==> config.mk <==
export PLATFORM = sky130hd
export DESIGN_NAME = jtag_tap_riscv_dtm_unit_flat
export DESIGN_NICKNAME = d
export VERILOG_FILES = /design/src/rtl/core/jtdtm_pkg.sv /design/src/rtl/core/jtdtm_if.sv /design/src/rtl/core/jtdtm_tap_ctrl.sv /design/src/rtl/core/jtdtm_dr_unit.sv /design/src/rtl/core/jtag_tap_riscv_dtm_unit.sv /design/src/flat_wrapper.sv
export SDC_FILE = /design/constraint.sdc
export NUM_CORES = 1
export LEC_CHECK = 0
export BUFFER_PORTS_ARGS = -buffer_cell sky130_fd_sc_hd__buf_2
export CAP_MARGIN = 15
export CORE_UTILIZATION = 35
export CTS_CLUSTER_DIAMETER = 30
export CTS_CLUSTER_SIZE = 25
export DETAILED_ROUTE_END_ITERATION = 16
export GPL_ROUTABILITY_DRIVEN = 0
export PLACE_DENSITY = 0.63
export SLEW_MARGIN = 20
export SYNTH_ARGS = -nofsm -noshare
export SYNTH_HDL_FRONTEND = slang
export SYNTH_HIERARCHICAL = 1
export SYNTH_SLANG_ARGS = --single-unit
==> constraint.sdc <==
create_clock -name clk -period 3.6 [get_ports clk]
set_input_delay 0 -clock clk [delete_from_list [all_inputs] [get_ports clk]]
set_output_delay 0 -clock clk [all_outputs]
set_load 0.02 [all_outputs]
==> src/rtl/core/jtdtm_pkg.sv <==
// ----------------------------------------------------------------------------
// JTAG DTM package
// Shared constants, TAP state encoding and the records passed between the
// TAP controller, the data register unit and the top level.
// ----------------------------------------------------------------------------
package jtdtm_pkg;

  localparam int ADDR_BITS  = 8;
  localparam int IR_WIDTH   = 5;
  localparam int DATA_W     = 32;
  localparam int DMI_LEN    = ADDR_BITS + DATA_W + 2;
  localparam int ADDR_OUT_W = 8;
  localparam int TAP_IDX_W  = 4;

  typedef logic [IR_WIDTH-1:0] ir_t;

  localparam ir_t INSTR_BYPASS = 5'h00;
  localparam ir_t INSTR_IDCODE = 5'h01;
  localparam ir_t INSTR_DTMCS  = 5'h10;
  localparam ir_t INSTR_DMI    = 5'h11;

  // Item opcodes on the input channel.
  localparam logic OPC_EDGE = 1'b0;
  localparam logic OPC_RESP = 1'b1;

  typedef enum logic [1:0] {
    DMI_OP_NOP  = 2'd0,
    DMI_OP_RD   = 2'd1,
    DMI_OP_WR   = 2'd2,
    DMI_OP_RSVD = 2'd3
  } dmi_op_t;

  // DTMCS: version 1, abits in bits 9:4, idle hint 0.
  localparam logic [DATA_W-1:0] DTMCS_VALUE =
    DATA_W'(1) | (DATA_W'(ADDR_BITS % 64) << 4);

  typedef enum logic [15:0] {
    TAP_RESET  = 16'h0001,
    TAP_IDLE   = 16'h0002,
    TAP_SEL_DR = 16'h0004,
    TAP_CAP_DR = 16'h0008,
    TAP_SH_DR  = 16'h0010,
    TAP_X1_DR  = 16'h0020,
    TAP_PA_DR  = 16'h0040,
    TAP_X2_DR  = 16'h0080,
    TAP_UP_DR  = 16'h0100,
    TAP_SEL_IR = 16'h0200,
    TAP_CAP_IR = 16'h0400,
    TAP_SH_IR  = 16'h0800,
    TAP_X1_IR  = 16'h1000,
    TAP_PA_IR  = 16'h2000,
    TAP_X2_IR  = 16'h4000,
    TAP_UP_IR  = 16'h8000
  } tap_state_t;

  typedef struct packed {
    logic       step;
    tap_state_t cur;
    tap_state_t nxt;
  } tap_step_t;

  typedef struct packed {
    logic                  valid;
    logic                  write;
    logic [ADDR_OUT_W-1:0] addr;
    logic [DATA_W-1:0]     data;
  } dmi_req_t;

  // Standard IEEE 1149.1 TAP transition table.
  function automatic tap_state_t tap_next(tap_state_t s, logic tms);
    tap_state_t n;
    n = TAP_RESET;
    unique case (s)
      TAP_RESET:  n = tms ? TAP_RESET  : TAP_IDLE;
      TAP_IDLE:   n = tms ? TAP_SEL_DR : TAP_IDLE;
      TAP_SEL_DR: n = tms ? TAP_SEL_IR : TAP_CAP_DR;
      TAP_CAP_DR: n = tms ? TAP_X1_DR  : TAP_SH_DR;
      TAP_SH_DR:  n = tms ? TAP_X1_DR  : TAP_SH_DR;
      TAP_X1_DR:  n = tms ? TAP_UP_DR  : TAP_PA_DR;
      TAP_PA_DR:  n = tms ? TAP_X2_DR  : TAP_PA_DR;
      TAP_X2_DR:  n = tms ? TAP_UP_DR  : TAP_SH_DR;
      TAP_UP_DR:  n = tms ? TAP_SEL_DR : TAP_IDLE;
      TAP_SEL_IR: n = tms ? TAP_RESET  : TAP_CAP_IR;
      TAP_CAP_IR: n = tms ? TAP_X1_IR  : TAP_SH_IR;
      TAP_SH_IR:  n = tms ? TAP_X1_IR  : TAP_SH_IR;
      TAP_X1_IR:  n = tms ? TAP_UP_IR  : TAP_PA_IR;
      TAP_PA_IR:  n = tms ? TAP_X2_IR  : TAP_PA_IR;
      TAP_X2_IR:  n = tms ? TAP_UP_IR  : TAP_SH_IR;
      TAP_UP_IR:  n = tms ? TAP_SEL_DR : TAP_IDLE;
      default:    n = TAP_RESET;
    endcase
    return n;
  endfunction

  // Conventional state number, 0 = Test-Logic-Reset ... 15 = Update-IR.
  function automatic logic [TAP_IDX_W-1:0] tap_index(tap_state_t s);
    logic [TAP_IDX_W-1:0] idx;
    idx = '0;
    unique case (s)
      TAP_RESET:  idx = 4'd0;
      TAP_IDLE:   idx = 4'd1;
      TAP_SEL_DR: idx = 4'd2;
      TAP_CAP_DR: idx = 4'd3;
      TAP_SH_DR:  idx = 4'd4;
      TAP_X1_DR:  idx = 4'd5;
      TAP_PA_DR:  idx = 4'd6;
      TAP_X2_DR:  idx = 4'd7;
      TAP_UP_DR:  idx = 4'd8;
      TAP_SEL_IR: idx = 4'd9;
      TAP_CAP_IR: idx = 4'd10;
      TAP_SH_IR:  idx = 4'd11;
      TAP_X1_IR:  idx = 4'd12;
      TAP_PA_IR:  idx = 4'd13;
      TAP_X2_IR:  idx = 4'd14;
      TAP_UP_IR:  idx = 4'd15;
      default:    idx = '0;
    endcase
    return idx;
  endfunction

endpackage

==> src/rtl/core/jtdtm_if.sv <==
// ----------------------------------------------------------------------------
// JTAG DTM channel interfaces
// Valid/ready channels for input words, result words and configuration.
// ----------------------------------------------------------------------------
interface jtdtm_in_if import jtdtm_pkg::*; ();
  logic              valid;
  logic              ready;
  logic              opcode;
  logic              tms;
  logic              tdi;
  logic [DATA_W-1:0] read_data;

  modport source (output valid, output opcode, output tms, output tdi,
                  output read_data, input ready);
  modport sink   (input valid, input opcode, input tms, input tdi,
                  input read_data, output ready);
endinterface

interface jtdtm_out_if import jtdtm_pkg::*; ();
  logic                  valid;
  logic                  ready;
  logic                  tdo;
  logic                  dmi_req_valid;
  logic                  dmi_req_write;
  logic [ADDR_OUT_W-1:0] dmi_address;
  logic [DATA_W-1:0]     dmi_write_data;
  logic [TAP_IDX_W-1:0]  tap_now;

  modport source (output valid, output tdo, output dmi_req_valid,
                  output dmi_req_write, output dmi_address,
                  output dmi_write_data, output tap_now, input ready);
  modport sink   (input valid, input tdo, input dmi_req_valid,
                  input dmi_req_write, input dmi_address,
                  input dmi_write_data, input tap_now, output ready);
endinterface

interface jtdtm_cfg_if import jtdtm_pkg::*; ();
  logic              valid;
  logic              ready;
  logic [DATA_W-1:0] data;

  modport source (output valid, output data, input ready);
  modport sink   (input valid, input data, output ready);
endinterface

==> src/rtl/core/jtdtm_tap_ctrl.sv <==
// ----------------------------------------------------------------------------
// JTAG DTM TAP controller
// Holds the 16-state TAP machine and steps it on each accepted edge word.
// ----------------------------------------------------------------------------
module jtdtm_tap_ctrl import jtdtm_pkg::*; (
  input  logic      clk,
  input  logic      rst_n,
  input  logic      step_en,
  input  logic      tms,
  output tap_step_t tap
);

  tap_state_t state_r;
  tap_state_t state_nxt;

  always_comb begin
    state_nxt = step_en ? tap_next(state_r, tms) : state_r;
  end

  always_ff @(posedge clk) begin
    if (!rst_n) begin
      state_r <= TAP_RESET;
    end else begin
      state_r <= state_nxt;
    end
  end

  assign tap = '{step: step_en, cur: state_r, nxt: state_nxt};

  // Edges with TMS high lead from anywhere into Test-Logic-Reset; an edge
  // with TMS high keeps the machine there.
  a_reset_holds: assert property (@(posedge clk) disable iff (!rst_n)
    (step_en && tms && state_r == TAP_RESET) |=> (state_r == TAP_RESET))
    else $error("TAP left Test-Logic-Reset with TMS high");

  a_no_step_holds: assert property (@(posedge clk) disable iff (!rst_n)
    !step_en |=> $stable(state_r))
    else $error("TAP state moved without an edge word");

  a_state_onehot: assert property (@(posedge clk) disable iff (!rst_n)
    $onehot(state_r))
    else $error("TAP state is not one-hot");

endmodule

==> src/rtl/core/jtdtm_dr_unit.sv <==
// ----------------------------------------------------------------------------
// JTAG DTM register unit
// Instruction register, shared capture/shift register, DMI response hold and
// the DMI request decode at Update-DR.
// ----------------------------------------------------------------------------
module jtdtm_dr_unit import jtdtm_pkg::*; (
  input  logic              clk,
  input  logic              rst_n,
  input  tap_step_t         tap,
  input  logic              tdi,
  input  logic              resp_en,
  input  logic [DATA_W-1:0] resp_data,
  input  logic [DATA_W-1:0] id_code,
  output logic              shift_lsb,
  output dmi_req_t          req
);

  ir_t                ir_r;
  ir_t                ir_nxt;
  logic [DMI_LEN-1:0] shift_r;
  logic [DMI_LEN-1:0] shift_nxt;
  logic [DATA_W-1:0]  hold_r;
  dmi_op_t            op;

  assign op = dmi_op_t'(shift_r[1:0]);

  always_comb begin
    ir_nxt    = ir_r;
    shift_nxt = shift_r;
    if (tap.step) begin
      case (tap.cur)
        TAP_RESET:  ir_nxt = INSTR_IDCODE;
        TAP_CAP_IR: shift_nxt = DMI_LEN'(ir_r);
        TAP_SH_IR:  shift_nxt = DMI_LEN'({tdi, shift_r[IR_WIDTH-1:1]});
        TAP_UP_IR:  ir_nxt = shift_r[IR_WIDTH-1:0];
        TAP_CAP_DR: begin
          case (ir_r)
            INSTR_IDCODE: shift_nxt = DMI_LEN'(id_code);
            INSTR_DTMCS:  shift_nxt = DMI_LEN'(DTMCS_VALUE);
            INSTR_DMI:    shift_nxt = DMI_LEN'({hold_r, 2'b00});
            default:      shift_nxt = '0;
          endcase
        end
        TAP_SH_DR: begin
          case (ir_r) inside
            INSTR_IDCODE, INSTR_DTMCS:
              shift_nxt = DMI_LEN'({tdi, shift_r[DATA_W-1:1]});
            INSTR_DMI: shift_nxt = {tdi, shift_r[DMI_LEN-1:1]};
            default:   shift_nxt = DMI_LEN'(tdi);
          endcase
        end
        default: ;
      endcase
    end
  end

  always_comb begin
    req = '0;
    if (tap.step && tap.cur == TAP_UP_DR && ir_r == INSTR_DMI &&
        (op == DMI_OP_RD || op == DMI_OP_WR)) begin
      req.valid = 1'b1;
      req.write = (op == DMI_OP_WR);
      req.addr  = ADDR_OUT_W'(shift_r[DMI_LEN-1 -: ADDR_BITS]);
      req.data  = (op == DMI_OP_WR) ? shift_r[DATA_W+1:2] : '0;
    end
  end

  assign shift_lsb = shift_nxt[0];

  always_ff @(posedge clk) begin
    if (!rst_n) begin
      ir_r    <= INSTR_BYPASS;
      shift_r <= '0;
      hold_r  <= '0;
    end else begin
      ir_r    <= ir_nxt;
      shift_r <= shift_nxt;
      if (resp_en) begin
        hold_r <= resp_data;
      end
    end
  end

  a_req_origin: assert property (@(posedge clk) disable iff (!rst_n)
    req.valid |-> (tap.step && tap.cur == TAP_UP_DR && ir_r == INSTR_DMI))
    else $error("DMI request outside Update-DR under DMI");

  a_read_no_data: assert property (@(posedge clk) disable iff (!rst_n)
    (req.valid && !req.write) |-> (req.data == '0))
    else $error("DMI read request carries write data");

  a_reset_loads_idcode: assert property (@(posedge clk) disable iff (!rst_n)
    (tap.step && tap.cur == TAP_RESET) |=> (ir_r == INSTR_IDCODE))
    else $error("Test-Logic-Reset did not select IDCODE");

endmodule

==> src/rtl/core/jtag_tap_riscv_dtm_unit.sv <==
// ----------------------------------------------------------------------------
// JTAG TAP with RISC-V debug transport
// Top level: input acceptance, configuration register and result register.
// ----------------------------------------------------------------------------
// Each input word is either one rising TCK edge (opcode 0, with TMS and TDI)
// or a DMI read response (opcode 1, with the read data). The block takes one
// word per clock cycle, and each result word comes from a register: the
// TAP controller, instruction register and shift register update at the edge
// that accepts the word, and the result register carries TDO, any DMI request
// issued at Update-DR and the new TAP state number. The single result
// register is the only thing that limits the rate; input ready drops only
// while a result waits and the output side is stalled. A response word loads
// the data that the next DMI capture returns (with op 0) and repeats the
// previous TDO and the current TAP state. The IDCODE value is written through
// the configuration channel, which is always ready; write it only while no
// word is in flight.
module jtag_tap_riscv_dtm_unit import jtdtm_pkg::*; (
  input  logic  clk,
  input  logic  rst_n,
  jtdtm_in_if.sink    in_if,
  jtdtm_out_if.source out_if,
  jtdtm_cfg_if.sink   cfg_if
);

  logic                 accept;
  logic                 step_en;
  logic                 resp_en;
  tap_step_t            tap;
  logic                 shift_lsb;
  dmi_req_t             req;

  logic [DATA_W-1:0]    id_code_r;
  logic                 tdo_r;
  logic                 tdo_nxt;
  logic                 out_valid_r;
  dmi_req_t             req_r;
  logic [TAP_IDX_W-1:0] tap_now_r;

  // A new word may enter whenever the result register is empty or being
  // drained in this same cycle.
  assign in_if.ready = !out_valid_r || out_if.ready;
  assign accept      = in_if.valid && in_if.ready;
  assign step_en     = accept && (in_if.opcode == OPC_EDGE);
  assign resp_en     = accept && (in_if.opcode == OPC_RESP);

  assign cfg_if.ready = 1'b1;

  jtdtm_tap_ctrl u_tap (
    .clk     (clk),
    .rst_n   (rst_n),
    .step_en (step_en),
    .tms     (in_if.tms),
    .tap     (tap)
  );

  jtdtm_dr_unit u_dr (
    .clk       (clk),
    .rst_n     (rst_n),
    .tap       (tap),
    .tdi       (in_if.tdi),
    .resp_en   (resp_en),
    .resp_data (in_if.read_data),
    .id_code   (id_code_r),
    .shift_lsb (shift_lsb),
    .req       (req)
  );

  // TDO follows bit 0 of the updated shifter only in the two shift states;
  // a response word leaves it as it was.
  always_comb begin
    tdo_nxt = tdo_r;
    if (step_en) begin
      tdo_nxt = (tap.nxt == TAP_SH_DR || tap.nxt == TAP_SH_IR) ? shift_lsb : 1'b0;
    end
  end

  always_ff @(posedge clk) begin
    if (!rst_n) begin
      id_code_r   <= DATA_W'(1);
      tdo_r       <= 1'b0;
      out_valid_r <= 1'b0;
    end else begin
      if (cfg_if.valid && cfg_if.ready) begin
        id_code_r <= cfg_if.data;
      end
      tdo_r <= tdo_nxt;
      if (accept) begin
        out_valid_r <= 1'b1;
      end else if (out_if.ready) begin
        out_valid_r <= 1'b0;
      end
    end
  end

  // Result payload needs no reset: it is qualified by out_valid_r.
  always_ff @(posedge clk) begin
    if (accept) begin
      req_r     <= req;
      tap_now_r <= tap_index(tap.nxt);
    end
  end

  assign out_if.valid          = out_valid_r;
  assign out_if.tdo            = tdo_r;
  assign out_if.dmi_req_valid  = req_r.valid;
  assign out_if.dmi_req_write  = req_r.write;
  assign out_if.dmi_address    = req_r.addr;
  assign out_if.dmi_write_data = req_r.data;
  assign out_if.tap_now        = tap_now_r;

  a_accept_gives_result: assert property (@(posedge clk) disable iff (!rst_n)
    accept |=> out_valid_r)
    else $error("Accepted word produced no result");

  a_tap_now_tracks: assert property (@(posedge clk) disable iff (!rst_n)
    accept |=> (tap_now_r == tap_index(tap.cur)))
    else $error("Reported TAP state differs from controller state");

  a_resp_keeps_tdo: assert property (@(posedge clk) disable iff (!rst_n)
    resp_en |=> (tdo_r == $past(tdo_r)))
    else $error("Response word changed TDO");

endmodule

==> src/flat_wrapper.sv <==
// flat-port wrapper written by rule: the top's interface ports become plain ports
module jtag_tap_riscv_dtm_unit_flat import jtdtm_pkg::*;
  (clk, rst_n, in_if_valid, in_if_opcode, in_if_tms, in_if_tdi, in_if_read_data, in_if_ready, out_if_valid, out_if_tdo, out_if_dmi_req_valid, out_if_dmi_req_write, out_if_dmi_address, out_if_dmi_write_data, out_if_tap_now, out_if_ready, cfg_if_valid, cfg_if_data, cfg_if_ready);
  jtdtm_in_if in_if_i ();
  jtdtm_out_if out_if_i ();
  jtdtm_cfg_if cfg_if_i ();
  input  logic clk;
  input  logic rst_n;
  input wire logic [$bits(in_if_i.valid)-1:0] in_if_valid;
  input wire logic [$bits(in_if_i.opcode)-1:0] in_if_opcode;
  input wire logic [$bits(in_if_i.tms)-1:0] in_if_tms;
  input wire logic [$bits(in_if_i.tdi)-1:0] in_if_tdi;
  input wire logic [$bits(in_if_i.read_data)-1:0] in_if_read_data;
  output wire logic [$bits(in_if_i.ready)-1:0] in_if_ready;
  output wire logic [$bits(out_if_i.valid)-1:0] out_if_valid;
  output wire logic [$bits(out_if_i.tdo)-1:0] out_if_tdo;
  output wire logic [$bits(out_if_i.dmi_req_valid)-1:0] out_if_dmi_req_valid;
  output wire logic [$bits(out_if_i.dmi_req_write)-1:0] out_if_dmi_req_write;
  output wire logic [$bits(out_if_i.dmi_address)-1:0] out_if_dmi_address;
  output wire logic [$bits(out_if_i.dmi_write_data)-1:0] out_if_dmi_write_data;
  output wire logic [$bits(out_if_i.tap_now)-1:0] out_if_tap_now;
  input wire logic [$bits(out_if_i.ready)-1:0] out_if_ready;
  input wire logic [$bits(cfg_if_i.valid)-1:0] cfg_if_valid;
  input wire logic [$bits(cfg_if_i.data)-1:0] cfg_if_data;
  output wire logic [$bits(cfg_if_i.ready)-1:0] cfg_if_ready;
  assign in_if_i.valid = in_if_valid;
  assign in_if_i.opcode = in_if_opcode;
  assign in_if_i.tms = in_if_tms;
  assign in_if_i.tdi = in_if_tdi;
  assign in_if_i.read_data = in_if_read_data;
  assign in_if_ready = in_if_i.ready;
  assign out_if_valid = out_if_i.valid;
  assign out_if_tdo = out_if_i.tdo;
  assign out_if_dmi_req_valid = out_if_i.dmi_req_valid;
  assign out_if_dmi_req_write = out_if_i.dmi_req_write;
  assign out_if_dmi_address = out_if_i.dmi_address;
  assign out_if_dmi_write_data = out_if_i.dmi_write_data;
  assign out_if_tap_now = out_if_i.tap_now;
  assign out_if_i.ready = out_if_ready;
  assign cfg_if_i.valid = cfg_if_valid;
  assign cfg_if_i.data = cfg_if_data;
  assign cfg_if_ready = cfg_if_i.ready;
  jtag_tap_riscv_dtm_unit u_core (.clk(clk), .rst_n(rst_n), .in_if(in_if_i), .out_if(out_if_i), .cfg_if(cfg_if_i));
endmodule
-- Word-level counts from Yosys, hierarchy flattened
Index checks and enable logic that the tools add are counted.
- equality and inequality tests: 36
- muxes and demuxes: 26
- bitwise logic cells: 1
- reductions and logical operators: 20
- operator list (kind ; number):
    one-hot mux 16 bit (12 select lines) ; 1
    one-hot mux 42 bit (4 select lines) ; 1
    2-to-1 mux 42 bit ; 3
    one-hot mux 34 bit (3 select lines) ; 1
    one-hot mux 4 bit (15 select lines) ; 1
    2-to-1 mux 16 bit ; 3
    == test 16 x 10 -> 1 bit, second input constant ; 2
    == test 16 x 11 -> 1 bit, second input constant ; 2
    == test 16 x 12 -> 1 bit, second input constant ; 2
    == test 16 x 13 -> 1 bit, second input constant ; 2
    == test 16 x 14 -> 1 bit, second input constant ; 2
    == test 16 x 15 -> 1 bit, second input constant ; 2
    == test 16 bit, second input constant ; 2
    == test 16 x 2 -> 1 bit, second input constant ; 2
    == test 16 x 3 -> 1 bit, second input constant ; 2
    == test 16 x 4 -> 1 bit, second input constant ; 2
    == test 16 x 5 -> 1 bit, second input constant ; 2
    == test 16 x 6 -> 1 bit, second input constant ; 2
    == test 16 x 7 -> 1 bit, second input constant ; 2
    == test 16 x 8 -> 1 bit, second input constant ; 2
    == test 16 x 9 -> 1 bit, second input constant ; 2
    2-to-1 mux 32 bit ; 1
    2-to-1 mux 9 bit ; 2
    == test 16 x 1 -> 1 bit, second input constant ; 1
    23 further kinds ; 39
- flip-flop bits (word level): 175
- bits of input ports: 72
- output and inout bits: 50
- logic and storage cells: 96

-- Longest topological paths before layout
- depth after elaboration: 8
- gate-level depth with buffers: 13
- mapped depth without buffers: 11

-- Cells and area by module
The synthesis kept the hierarchy.
- modules (own cells, without submodules) (module ; instances ; cells each ; area an instance (um^2) ; seq. area each (um^2)):
    jtdtm_dr_unit ; 1 ; 445 ; 4025.1 ; 1581.5
    jtag_tap_riscv_dtm_unit ; 1 ; 230 ; 3072.9 ; 2062.0
    jtdtm_tap_ctrl ; 1 ; 134 ; 1126.1 ; 320.3

-- Worst setup path before layout
OpenSTA, ideal clock, no wires.
- path kind: reg-to-reg
- from: reg u_core.u_tap.state_r[15]
- to: reg u_core.tdo_r (netlist: u_core/out_if.tdo)
- library setup time: 0.074 ns
- arrival time: 2.966 ns
- data required time: 3.526 ns
- path slack: 0.559 ns
- stages on the path, launching flop included: 10
- buffers on the path: 0
- clock period less this slack: 3.041 ns
- cells stage by stage: dfxtp_1 -> or4b_2 -> nor4_1 -> a31oi_1 -> nand4_1 -> o21ai_0 -> or4_4 -> or2_1 -> or4_1 -> o21ai_0
- RTL lines (what ; line ; RTL):
    start, declared ; jtdtm_tap_ctrl.sv:13 ; tap_state_t state_r;
    start signal, assigned ; jtdtm_tap_ctrl.sv:24 ; state_r <= state_nxt;
    end signal, assigned ; jtag_tap_riscv_dtm_unit.sv:86 ; tdo_r <= tdo_nxt;
    end, declared ; jtag_tap_riscv_dtm_unit.sv:33 ; logic tdo_r;

==> summary.txt <==
Clock network
  • CTS tree: yes
  • Clock buffer depth: 2
  • Postcts setup bufs: 0
  • CTS root buffer: clkbuf_16
  • Num CTS Buffers: 17
  • H-Tree Depth: 4
  • CTS Sinks: approximately 180
  • Hold buffers post-CTS: 68
  • Clock latency on the worst-skew pair: 0.43 ns
  • CTS resizes: 0
  • CTS clock-pin slew for the worst setup and hold paths: roughly 0.070 ns

Yosys
  • FFs w/ async S/R, synth: 0%
  • Cell variety after synth: ~70
  • Mapped Nets: 882
  • Synth area leader: dfxtp_1
  • Yosys Warn Count: 6
  • Syn Area/Cell: 10.2 um2
  • Predominant post-synthesis flop cell: dfxtp_1
  • Mapped Cells: 809
  • Post-Syn Area: 8220 um2
  • Post-synth EDFFs: 46
  • Yosys reg bits: 175
  • Post-synth top area share: between 30% and 40%
  • Main area contributors after synthesis: dfxtp_1 31%, edfxtp_1 17%, mux2i_1 12%
  • Sequential fraction of the synthesis area: 48.2%

Setup path
  • Setup Crit Path Kind: flop to flop
  • CP Cell Sequence: nor4_2 > nand3_2 > nor4_1 > or4b_2 > o21ai_0 > or4_4 > or2_1 > or4_1 > o21ai_0
  • WP buf/inv: 0
  • Largest stage delay, worst path: approximately 0.57 ns
  • Worst setup SP type: flop
  • CP Capture Type: flop
  • Slowest cell on the critical path: or4_4
  • Worst EP required: 3.95 ns
  • Family with the most delay on the worst path: simple AND/OR/NAND/NOR gates
  • Most frequent CP cell: o21ai_0
  • Worst Path Max Fanout: 7
  • Worst EP arrival: 3.69 ns

Power and ir drop
  • Peak VDD IR: 0.000304 V
  • Pwr Total: 4.38 mW
  • P per Cell Area: 421 nW/um2
  • Pleak: a little over 4 nW

Drt
  • DRT antenna net count: 0
  • Via count: around 6,700
  • DR iter-0 viols: 367
  • Vias per Instance: slightly above 5
  • DRC: 0
  • DR WL/cell: roughly 16 um
  • Drt first pass iters: 5
  • Final WL: 20,800 um

Floorplan
  • Die height: 155 um
  • Core Area: between 20,000 and 25,000 um2
  • # rows: between 50 and 60
  • Initial core utilization: a little over a third
  • Ports: 122
  • Die W: ~160 um
  • Die ar.: roughly 24,000 um2

STA
  • Pins over their slew limit: 0
  • Worst Skew: 0.0136 ns
  • RSZ-0062 raised after global routing: false
  • Hold Vio Cnt, Final: 0
  • Final cycle utilization of the critical path: 92.8%
  • Slew HR: 26.6%
  • Worst Tran Pin Value: 1.10 ns
  • Fmax: 299 MHz
  • Worst Slack Setup Final: 0.259 ns
  • Final setup fails: 0
  • Final worst path period need: 3.34 ns
  • Setup TNS: 0 ns

GRT
  • Gr ovfl total: 0
  • First-pass GRT wire length: 33,200 um
  • Number of global-route vias before repair: approximately 6,400
  • Gr usage total: roughly 17%
  • Initial antenna violation count: 0
  • Pin count of the biggest net entering global routing: 57

Worst hold path
  • Hold WC Path Type: primary input to flop

Run status
  • Outcome: finished clean

Run
  • Maxcap violations: 0

Placement
  • IO Port Bufs: 120
  • Placed cell count: 1,205
  • Post-DP Area: between 9000 and 10,000 um2
  • Pre-CTS setup slack: around 0.36 ns
  • Post-DP HPWL: 13,500 um

Finish
  • Commonest non-fill, non-tap cell in the layout: dfxtp_1
  • Fin area: 10,400 um2
  • NumNets Final: about 1,100
  • Fraction of layout cells with a size suffix above 1: 20.8%
  • Final Non-Filler Cells: 1,305
  • Area delta synth->final: 26.5%
  • Antenna cells: 0
  • Most frequent cells in the layout: 128 x dfxtp_1, 120 x buf_2, 96 x mux2i_1
-- tightest hold or removal path: stages --
cell     delay (ns)
buf_2          0.11
buf_4          0.29
nand2_1        0.11
-- synth_stat cells, drive strengths merged (2+ instances only) --
cell,n
a21boi,3
a21oi,8
a22o,6
a22oi,13
a2bb2oi,26
a311oi,5
a31oi,5
a32o,3
and2,22
and3,37
and4,3
and4b,2
buf,30
clkbuf,27
dfxtp,129
edfxtp,46
inv,10
mux2i,96
nand2,46
nand3,9
nand3b,4
nand4,11
nand4b,5
nor2,64
nor2b,39
nor3,20
nor3b,2
nor4,18
nor4b,5
o211ai,6
o21a,2
o21ai,48
o2bb2ai,6
o41ai,2
or2,6
or4,9
or4b,4
xnor2,7
xor2,10
-- per-stage QoR --
step,utilization (%),hold slack [ns]
floorplan,-,0.122
finish,45.5,0.140
global route,45.5,0.171
detailed placement,39.9,0.235
global placement,39.9,0.221
CTS,45.5,0.139
-- flip-flops by register name, indices dropped and copies added, names as in the netlist --
register	flops
u_core/out_if.dmi_req_valid	1
u_core/out_if.tap_now	4
u_core/u_dr/shift_r	42
u_core/out_if.valid	1
u_core/out_if.tdo	1
u_core/out_if.dmi_write_data	32
u_core/out_if.dmi_req_write	1
u_core/id_code_r	32
u_core/u_tap/state_r	16
u_core/u_dr/hold_r	32
u_core/u_dr/ir_r	5
u_core/out_if.dmi_address	8
-- per-layer routing --
layer	track usage, %	part of all wire [%]
met5	0	0
met4	5.46	1.3
met3	3.84	4.5
met2	28.5	47
met1	22.9	47
-- area by class of cell --
cell class	count	area [um2]
Fill cell	2188	12400
Sequential cell	175	3970
Multi-Input combinational cell	567	3970
Timing Repair Buffer	208	1430
Clock buffer	17	425
Tap cell	313	392
Clock inverter	15	190
Inverter	10	37.5
-- report_power, final --
part	switching, mW	internal, mW
Combinational	0.197	0.184
Sequential	0.0346	2.08
Clock	0.881	1.00
-- cell families after synthesis --
kind of cell / after synthesis / share of synthesized area [%]
buffers and inverters: 67 / 3.80
XOR/XNOR: 17 / 1.81
AO/OA/AOI/OAI: 141 / 11.9
other: 1 / 0.0456
AND/OR/NAND/NOR: 310 / 22.2
multiplexers: 97 / 11.8
adder cells (fa/ha/maj): 1 / 0.152
flip-flops: 175 / 48.2
-- worst paths after layout --
check	depth (start not counted)	end	slack [ns]	startpoint
setup / recovery	9	u_core/out_if.tdo	0.26	u_core/u_tap/state_r[9]
hold / removal	3	u_core/id_code_r[0]	0.14	rst_n
setup reg to reg	9	u_core/out_if.tdo	0.26	u_core/u_tap/state_r[9]
hold reg to reg	2	u_core/u_dr/shift_r[10]	0.48	u_core/u_dr/shift_r[10]
Power figures use the tool's default switching activity.
